### config.mk
export PLATFORM = sky130hd
export DESIGN_NAME = htt_cell
export DESIGN_NICKNAME = d
export VERILOG_FILES = /design/src/rtl/core/assert_macros.svh /design/src/rtl/core/htt_pkg.sv /design/src/rtl/core/htt_cell.sv
export SDC_FILE = /design/constraint.sdc
export NUM_CORES = 1
export LEC_CHECK = 0
export ABC_CLOCK_PERIOD_IN_PS = 900
export BUFFER_PORTS_ARGS = -buffer_cell sky130_fd_sc_hd__clkbuf_2
export CORE_UTILIZATION = 30
export CTS_CLUSTER_DIAMETER = 200
export CTS_CLUSTER_SIZE = 20
export DETAILED_ROUTE_END_ITERATION = 10
export GPL_TIMING_DRIVEN = 0
export PLACE_DENSITY = 0.68
export SLEW_MARGIN = 25
export SYNTH_ARGS = -nofsm -noshare
export SYNTH_HDL_FRONTEND = slang
export SYNTH_SLANG_ARGS = --single-unit
### constraint.sdc
create_clock -name aclk -period 0.9 [get_ports aclk]
set_clock_uncertainty 0.1 [all_clocks]
set_input_delay 0.09 -clock aclk [delete_from_list [all_inputs] [get_ports aclk]]
set_output_delay 0.09 -clock aclk [all_outputs]
set_load 0.01 [all_outputs]
### src/rtl/core/assert_macros.svh
// Assertion helpers included by host_timeout_table.
`ifndef ASSERT_MACROS_SVH
`define ASSERT_MACROS_SVH

`ifndef ASSERT_OFF
// Check a property on every rising clock edge outside reset.
`define ASSERT_CLK(lbl, clk, rstn, prop) \
    lbl: assert property (@(posedge clk) disable iff (!rstn) prop) \
        else $error("assertion failed");
// Check that one condition implies another in the same cycle.
`define ASSERT_IMPLY(lbl, clk, rstn, cond, res) \
    lbl: assert property (@(posedge clk) disable iff (!rstn) (cond) |-> (res)) \
        else $error("assertion failed");
`else
`define ASSERT_CLK(lbl, clk, rstn, prop)
`define ASSERT_IMPLY(lbl, clk, rstn, cond, res)
`endif

`endif

### src/rtl/core/htt_pkg.sv
package htt_pkg;
    localparam int HTT_TABLE_DEPTH = 64;
    localparam int HTT_WIN_BASE    = 60;
    localparam int HTT_HOLD_SECS   = 120;
    localparam int HTT_COUNT_MAX   = 10;
    localparam int HTT_IN_BITS     = 168;
    localparam int HTT_OUT_BITS    = 8;

    typedef struct packed {
        logic        family;
        logic [63:0] addr_high;
        logic [63:0] addr_low;
        logic [31:0] stamp;
        logic [3:0]  count;
    } entry_t;
endpackage

### src/rtl/core/htt_cell.sv
module htt_cell
    import htt_pkg::*;
(
    input  logic   aclk,
    input  logic   aresetn,
    input  logic   shift_en,
    input  entry_t d,
    output entry_t q
);
    entry_t entry_reg;

    // Clear on reset, take the neighbor's entry on a shift, hold otherwise
    always_ff @(posedge aclk) begin
        if (!aresetn) begin
            entry_reg <= '0;
        end else if (shift_en) begin
            entry_reg <= d;
        end
    end

    assign q = entry_reg;
endmodule

## Word-level counts from Yosys, hierarchy flattened

Index checks and enable logic that the tools add are counted.

| storage, ports and cells | value |
|---|---|
| register bits after elaboration | 165 |
| bits of input ports | 168 |

## Depth between registers and ports, before layout

Gate-level depths: netlist (run 1).

| logic depth | value |
|---|---|
| depth in word-level cells | 0 |
| gate-level depth with buffers | 5 |
| gate-level depth less buffers | 2 |

## Worst setup path after synthesis (run 1)

No wires, ideal clock.

| timing path | value |
|---|---|
| kind | input port to flip-flop |
| start point | input shift_en |
| end point | register entry_reg (netlist bit q[112]) |
| setup time | 116 ps |
| cell stages on the path | 5 |
| data arrival time | 733 ps |
| setup slack | -49 ps |
| buffers on the path | 3 |
| path through | buf_4 -> buf_8 -> buf_12 -> mux2i_1 -> nor2b_1 |

RTL lines:

| what | RTL line | text |
|---|---|---|
| start: declaration | htt_cell.sv:6 | `input logic shift_en,` |
| end signal: assignment | htt_cell.sv:15 | `entry_reg <= '0;` |
| end signal: assignment | htt_cell.sv:17 | `entry_reg <= d;` |
| end: declaration | htt_cell.sv:10 | `entry_t entry_reg;` |

## Worst setup path in the final report (run 1)

| timing path | value |
|---|---|
| start point | register entry_reg (netlist bit q[87]) |
| end point | output q[87] in the netlist's numbering |

RTL lines:

| what | RTL line | text |
|---|---|---|
| end: declaration | htt_cell.sv:8 | `output entry_t q` |

No word-level cell between the ends.

==> results of run 1 <==
[layout make-up]
class	instances	area [sq um]	share of cell area (%)
buffer	37	384	3.16
clock inverter	13	118	0.968
multi-input combinational	330	2700	22.2
tap	270	338	2.78
clock buffer	18	439	3.61
sequential	165	3510	28.9
timing repair buffer	524	4660	38.4
[metrics by stage]
| stage | utilization (%) | hold WS, ps | setup TNS, ps | instance area (sq um) | instances |
|---|---|---|---|---|---|
| 6_report | 59.3 | 43.9 | -24820 | 12200 | 1357 |
| 5_1_grt | 59.3 | 57.5 | -31580 | 12200 | 1357 |
| 4_1_cts | 53.8 | 16.3 | -31030 | 11000 | 1334 |
| 3_5_place_dp | 40.8 | 255 | -28880 | 8360 | 1132 |
| 3_3_place_gp | 40.8 | 245 | -28170 | 8360 | 1132 |
| 2_1_floorplan | - | 159 | -916 | 6370 | 532 |
[power by group]
group	switching, mW	internal, mW
Combinational	1.38	2.30
Clock	3.23	3.69
Sequential	0.357	7.83
Total	4.97	13.8
[logic make-up (layout without fill, tap and decap cells)]
kind of cell           after synthesis  after routing  synth area share, %
muxes                              165            165                 26.0
and+or+nand+nor                    165            165                 16.2
buffers and inverters               37            592                 5.81
DFF                                165            165                 52.0
[placed cells by master (no fill, tap or decap)]
cell	n
clkbuf_16	17
mux2i_2	3
clkbuf_1	15
dlygate4sd3_1	167
clkbuf_8	1
buf_8	34
buf_4	23
buf_2	1
clkinv_2	1
inv_8	1
mux2i_1	162
buf_12	7
clkinvlp_4	2
inv_6	5
nor2b_1	165
buf_6	147
clkbuf_2	167
clkinv_8	1
dfxtp_4	2
clkinv_4	3
dfxtp_2	163
[worst paths after layout]
path	end	slack [ps]	cells after the start
worst min-delay path	q[161]$_SDFFE_PN0P_	40	4
worst max-delay path	q[87]	-190	1
worst max register to register	q[148]$_SDFFE_PN0P_	-30	3
worst min register to register	q[0]$_SDFFE_PN0P_	420	2
[routing by layer]
| layer | share of wire (%) | track usage, % | vias up |
|---|---|---|---|
| met5 | 0 | 0 | - |
| met4 | 1.8 | 5.93 | 0 |
| met3 | 8.1 | 5.74 | 29 |
| met2 | 53 | 32.5 | 270 |
| met1 | 37 | 19.6 | 2775 |
| li1 | - | - | 2845 |
[timing repair]
item | CTS | global route
endpoints found under the setup margin | 165 | 171
resized for setup | 190 | 329
gates cloned | 0 | 0
hold endpoints to repair | 165 | 0
setup buffers | 4 | 23
hold buffers | 167 | 0
pin swaps | 0 | 0
==> metrics.txt, run 1 <==
status complete, but fails checks; failing checks setup timing; row count 52; Crit. Startpoint q[87]$_SDFFE_PN0P_; mapped cell area 0.00636 sq mm; Ys Warns 0; EDFF count, synth 0; Post-Place Setup Slack -358 ps; syn nets 700; chip height 148 um; initial antenna violation count 0; router iterations before antenna repair 4; Die Wd 148 um; Port Buffers 330; starting density of the core 31.0%; buffer and inverter count on the worst path 1; number of vias per cell 4.36; wire per inst 17.2 um; crit-path max FO 2; Leak 5.69 nW; hold path startpoint shift_en; post-route setup slack -186 ps; Syn Area/Cell 11.9 sq um; antenna diode count 0; ANT nets after route 0; top cells by count, synth 165 x dfxtp_1, 165 x mux2i_1, 165 x nor2b_1; async set-reset flop share out of synthesis 0%; first-pass GRT wire length 30.6 mm; Synth area leader dfxtp_1; max reg flops 165; Layout fillers 1499; Post-synth top flop dfxtp_1; Max-Cap Viols 0; Die Footprint 0.0218 sq mm; Max rail drop VDD 1.11 mV; FF+latch count, synth 165; clk buf depth 2; register clock-pin slew on the reported worst setup and hold paths 70 ps; clk_lat worst skew 410 ps; Final period util 121%; final setup fails 171; Cells after Synth 532; Crit-path slowest cell dfxtp_2; Worst EP required 710 ps; Least-Margin Pin Slew 454 ps; power per cell area 1550 mW/mm^2; CTS Buf Count 17; Clock Sinks 165; Seq/Total Area, Yosys 52.0%; # IOs 333; Vias 5919; Power, Total 18.8 mW; CTS tree built; synth unique cells 8; pin count of the biggest net entering global routing 17; largest stage delay on the critical path 370 ps; CP Launch Type flip-flop; Root Buffer clkbuf_16; number of global-route vias before repair 5970; layout cells sized above 1 53.2%; detailed-route wire length 23.4 mm; fmax 921 MHz; worst-path cell chain buf_8; drt drc 0; relative slew slack 69.7%; core area 0.0205 sq mm; RSZ-0062 raised after global routing true; Yosys top cell area share 52.0%; final hold viol count 0; Tmin final 1090 ps; CP endpoint kind output pin; gr ovfl total 0; H-tree levels 4; Worst path top cell family by delay flip-flops; Routability Congestion 0.739; total track usage 17.9%; post-layout net count 1243; top post-synthesis cells by area dfxtp_1 52%, mux2i_1 26%, nor2b_1 16%; CP Class flip-flop to output pin; crit path DAT 900 ps; DP Wirelength 12.6 mm; hold crit path type input port to flip-flop; fin. max-slew vios 0; Layout area overhead 91.2%; 1st-iter DRT viols 127; reg2reg start q[148]$_SDFFE_PN0P_
(Power assumes the default switching activity.)
==> run 2: changes to the inputs <==
--- a/config.mk
+++ b/config.mk
@@ -11,7 +11,6 @@
 export CTS_CLUSTER_DIAMETER = 200
 export CTS_CLUSTER_SIZE = 20
 export DETAILED_ROUTE_END_ITERATION = 10
-export GPL_TIMING_DRIVEN = 0
 export PLACE_DENSITY = 0.68
 export SLEW_MARGIN = 25
 export SYNTH_ARGS = -nofsm -noshare
==> metrics.txt, run 2 (synthesized netlist as in run 1, its figures left out) <==
fin. max-slew vios 0 (unchanged); pin count of the biggest net entering global routing 59 (+42); antenna diode count 0 (unchanged); Die Wd 148 um (unchanged); number of vias per cell 4.44 (+1.7%); final hold viol count 0 (unchanged); post-route setup slack -182 ps (+4.01 ps); Die Footprint 0.0218 sq mm (unchanged); buffer and inverter count on the worst path 1 (unchanged); Worst EP required 710 ps (about the same); RSZ-0062 raised after global routing true; Root Buffer clkbuf_16; fmax 924 MHz (+0.37%); CTS tree built; H-tree levels 4 (unchanged); chip height 148 um (unchanged); number of global-route vias before repair 5943 (-0.45%); final setup fails 171 (unchanged); clk_lat worst skew 400 ps (about the same); CP Launch Type flip-flop; largest stage delay on the critical path 360 ps (about the same); initial antenna violation count 0 (unchanged); detailed-route wire length 23.3 mm (-0.56%); Vias 5907 (-0.20%); Routability Congestion 0.766 (+3.7%); Tmin final 1080 ps (-4.01 ps); fin area 0.0119 sq mm (-2.1%); first-pass GRT wire length 30.2 mm (-1.2%); relative slew slack 84.1% (+14 points); # IOs 333 (unchanged); Layout area overhead 87.2%; CP endpoint kind output pin; router iterations before antenna repair 4 (unchanged); layout cells sized above 1 53.4% (+0.27 points); Crit-path slowest cell dfxtp_2; wire per inst 17.5 um (+1.4%); Leak 5.56 nW (-2.3%); Clock Sinks 165 (unchanged); drt drc 0 (unchanged); most frequent cells in the layout 166 x dlygate4sd3_1, 165 x nor2b_1, 165 x clkbuf_2, 165 x dfxtp_2, 161 x mux2i_1; crit-path max FO 2 (unchanged); max reg flops 165 (unchanged); Layout fillers 1532 (+2.2%); gr ovfl total 0 (unchanged); clk buf depth 2 (unchanged); Placed Area 0.00822 sq mm (-1.7%); Final period util 120% (-0.45 points); starting density of the core 31.0% (unchanged); Worst path top cell family by delay flip-flops; DP Wirelength 11.7 mm (-7.0%); row count 52 (unchanged); CP Class flip-flop to output pin; CTS Buf Count 17 (unchanged); power per cell area 1580 mW/mm^2 (+2.4%); crit path DAT 890 ps (about the same); ANT nets after route 0 (unchanged); Least-Margin Pin Slew 232 ps (-222 ps); 1st-iter DRT viols 167 (+31%); total track usage 17.6% (-0.26 points); Port Buffers 332 (+0.61%); hold crit path type input port to flip-flop; register clock-pin slew on the reported worst setup and hold paths 70 ps (about the same); Max-Cap Viols 0 (unchanged); core area 0.0205 sq mm (unchanged); status complete, but fails checks; commonest non-fill, non-tap cell in the layout dlygate4sd3_1; Max rail drop VDD 1.12 mV (+1.2%); failing checks setup timing; Setup TNS -24520 ps (+300 ps); worst-path cell chain buf_6; post-layout net count 1217 (-2.1%)
[run 2: changes by cell type in the layout (fill, tap and decap cells not counted), sizes merged]
| cell | before | now |
|---|---|---|
| bufinv | 0 | 1 |
| inv | 6 | 4 |
| clkbuf | 200 | 185 |
| dlygate4sd3 | 167 | 166 |
| buf | 212 | 203 |
| clkinvlp | 2 | 5 |
| clkinv | 5 | 2 |
[run 2: where the power goes]
part           leakage (nW)  internal (mW)  switching [mW]
combinational          3.88           2.21            1.35
clock                 0.256           3.86            3.21
sequential             1.42           7.83           0.363
[run 2: final timing paths]
path / from / end / slack (ps) / cells after the start
min: aresetn / q[144]$_SDFFE_PN0P_ / 90 / 3
min reg2reg: q[101]$_SDFFE_PN0P_ / q[101]$_SDFFE_PN0P_ / 420 / 2
max: q[156]$_SDFFE_PN0P_ / q[156] / -180 / 1
max reg2reg: q[141]$_SDFFE_PN0P_ / q[141]$_SDFFE_PN0P_ / -50 / 3
[run 2: per-stage QoR]
step | setup slack (ps) | power, mW | std cells | hold slack (ps) | utilization (%)
3_5_place_dp | -200 | 10.3 | 1118 | 254 | 40.1
6_report | -182 | 18.8 | 1331 | 89.0 | 58.1
2_1_floorplan | -9.16 | 9.39 | 532 | 159 | -
4_1_cts | -227 | 18.2 | 1316 | 67.9 | 52.7
3_3_place_gp | -166 | 10.3 | 1118 | 244 | 40.1
5_1_grt | -227 | 19.6 | 1331 | 66.7 | 58.1
[run 2: layout make-up]
type	instances	area [sq um]	area share [%]
multi-input combinational	330	2700	22.7
timing repair buffer	535	4790	40.3
clock inverter	12	125	1.05
clock buffer	19	433	3.64
sequential	165	3510	29.5
tap	270	338	2.84
[run 2: per-layer routing]
metal / GRT usage (%) / part of all wire, %
met5: 0 / 0
met4: 7.53 / 1.9
met3: 5.15 / 7.8
met2: 32.0 / 52
met1: 19.0 / 38
[run 2: what timing repair did]
action                                  in CTS  in global routing
resized for setup                          184                329
endpoints found under the setup margin     165                165
setup buffers                                1                 15
gates cloned                                 0                  0
hold endpoints to repair                   165                  0
hold buffers                               166                  0
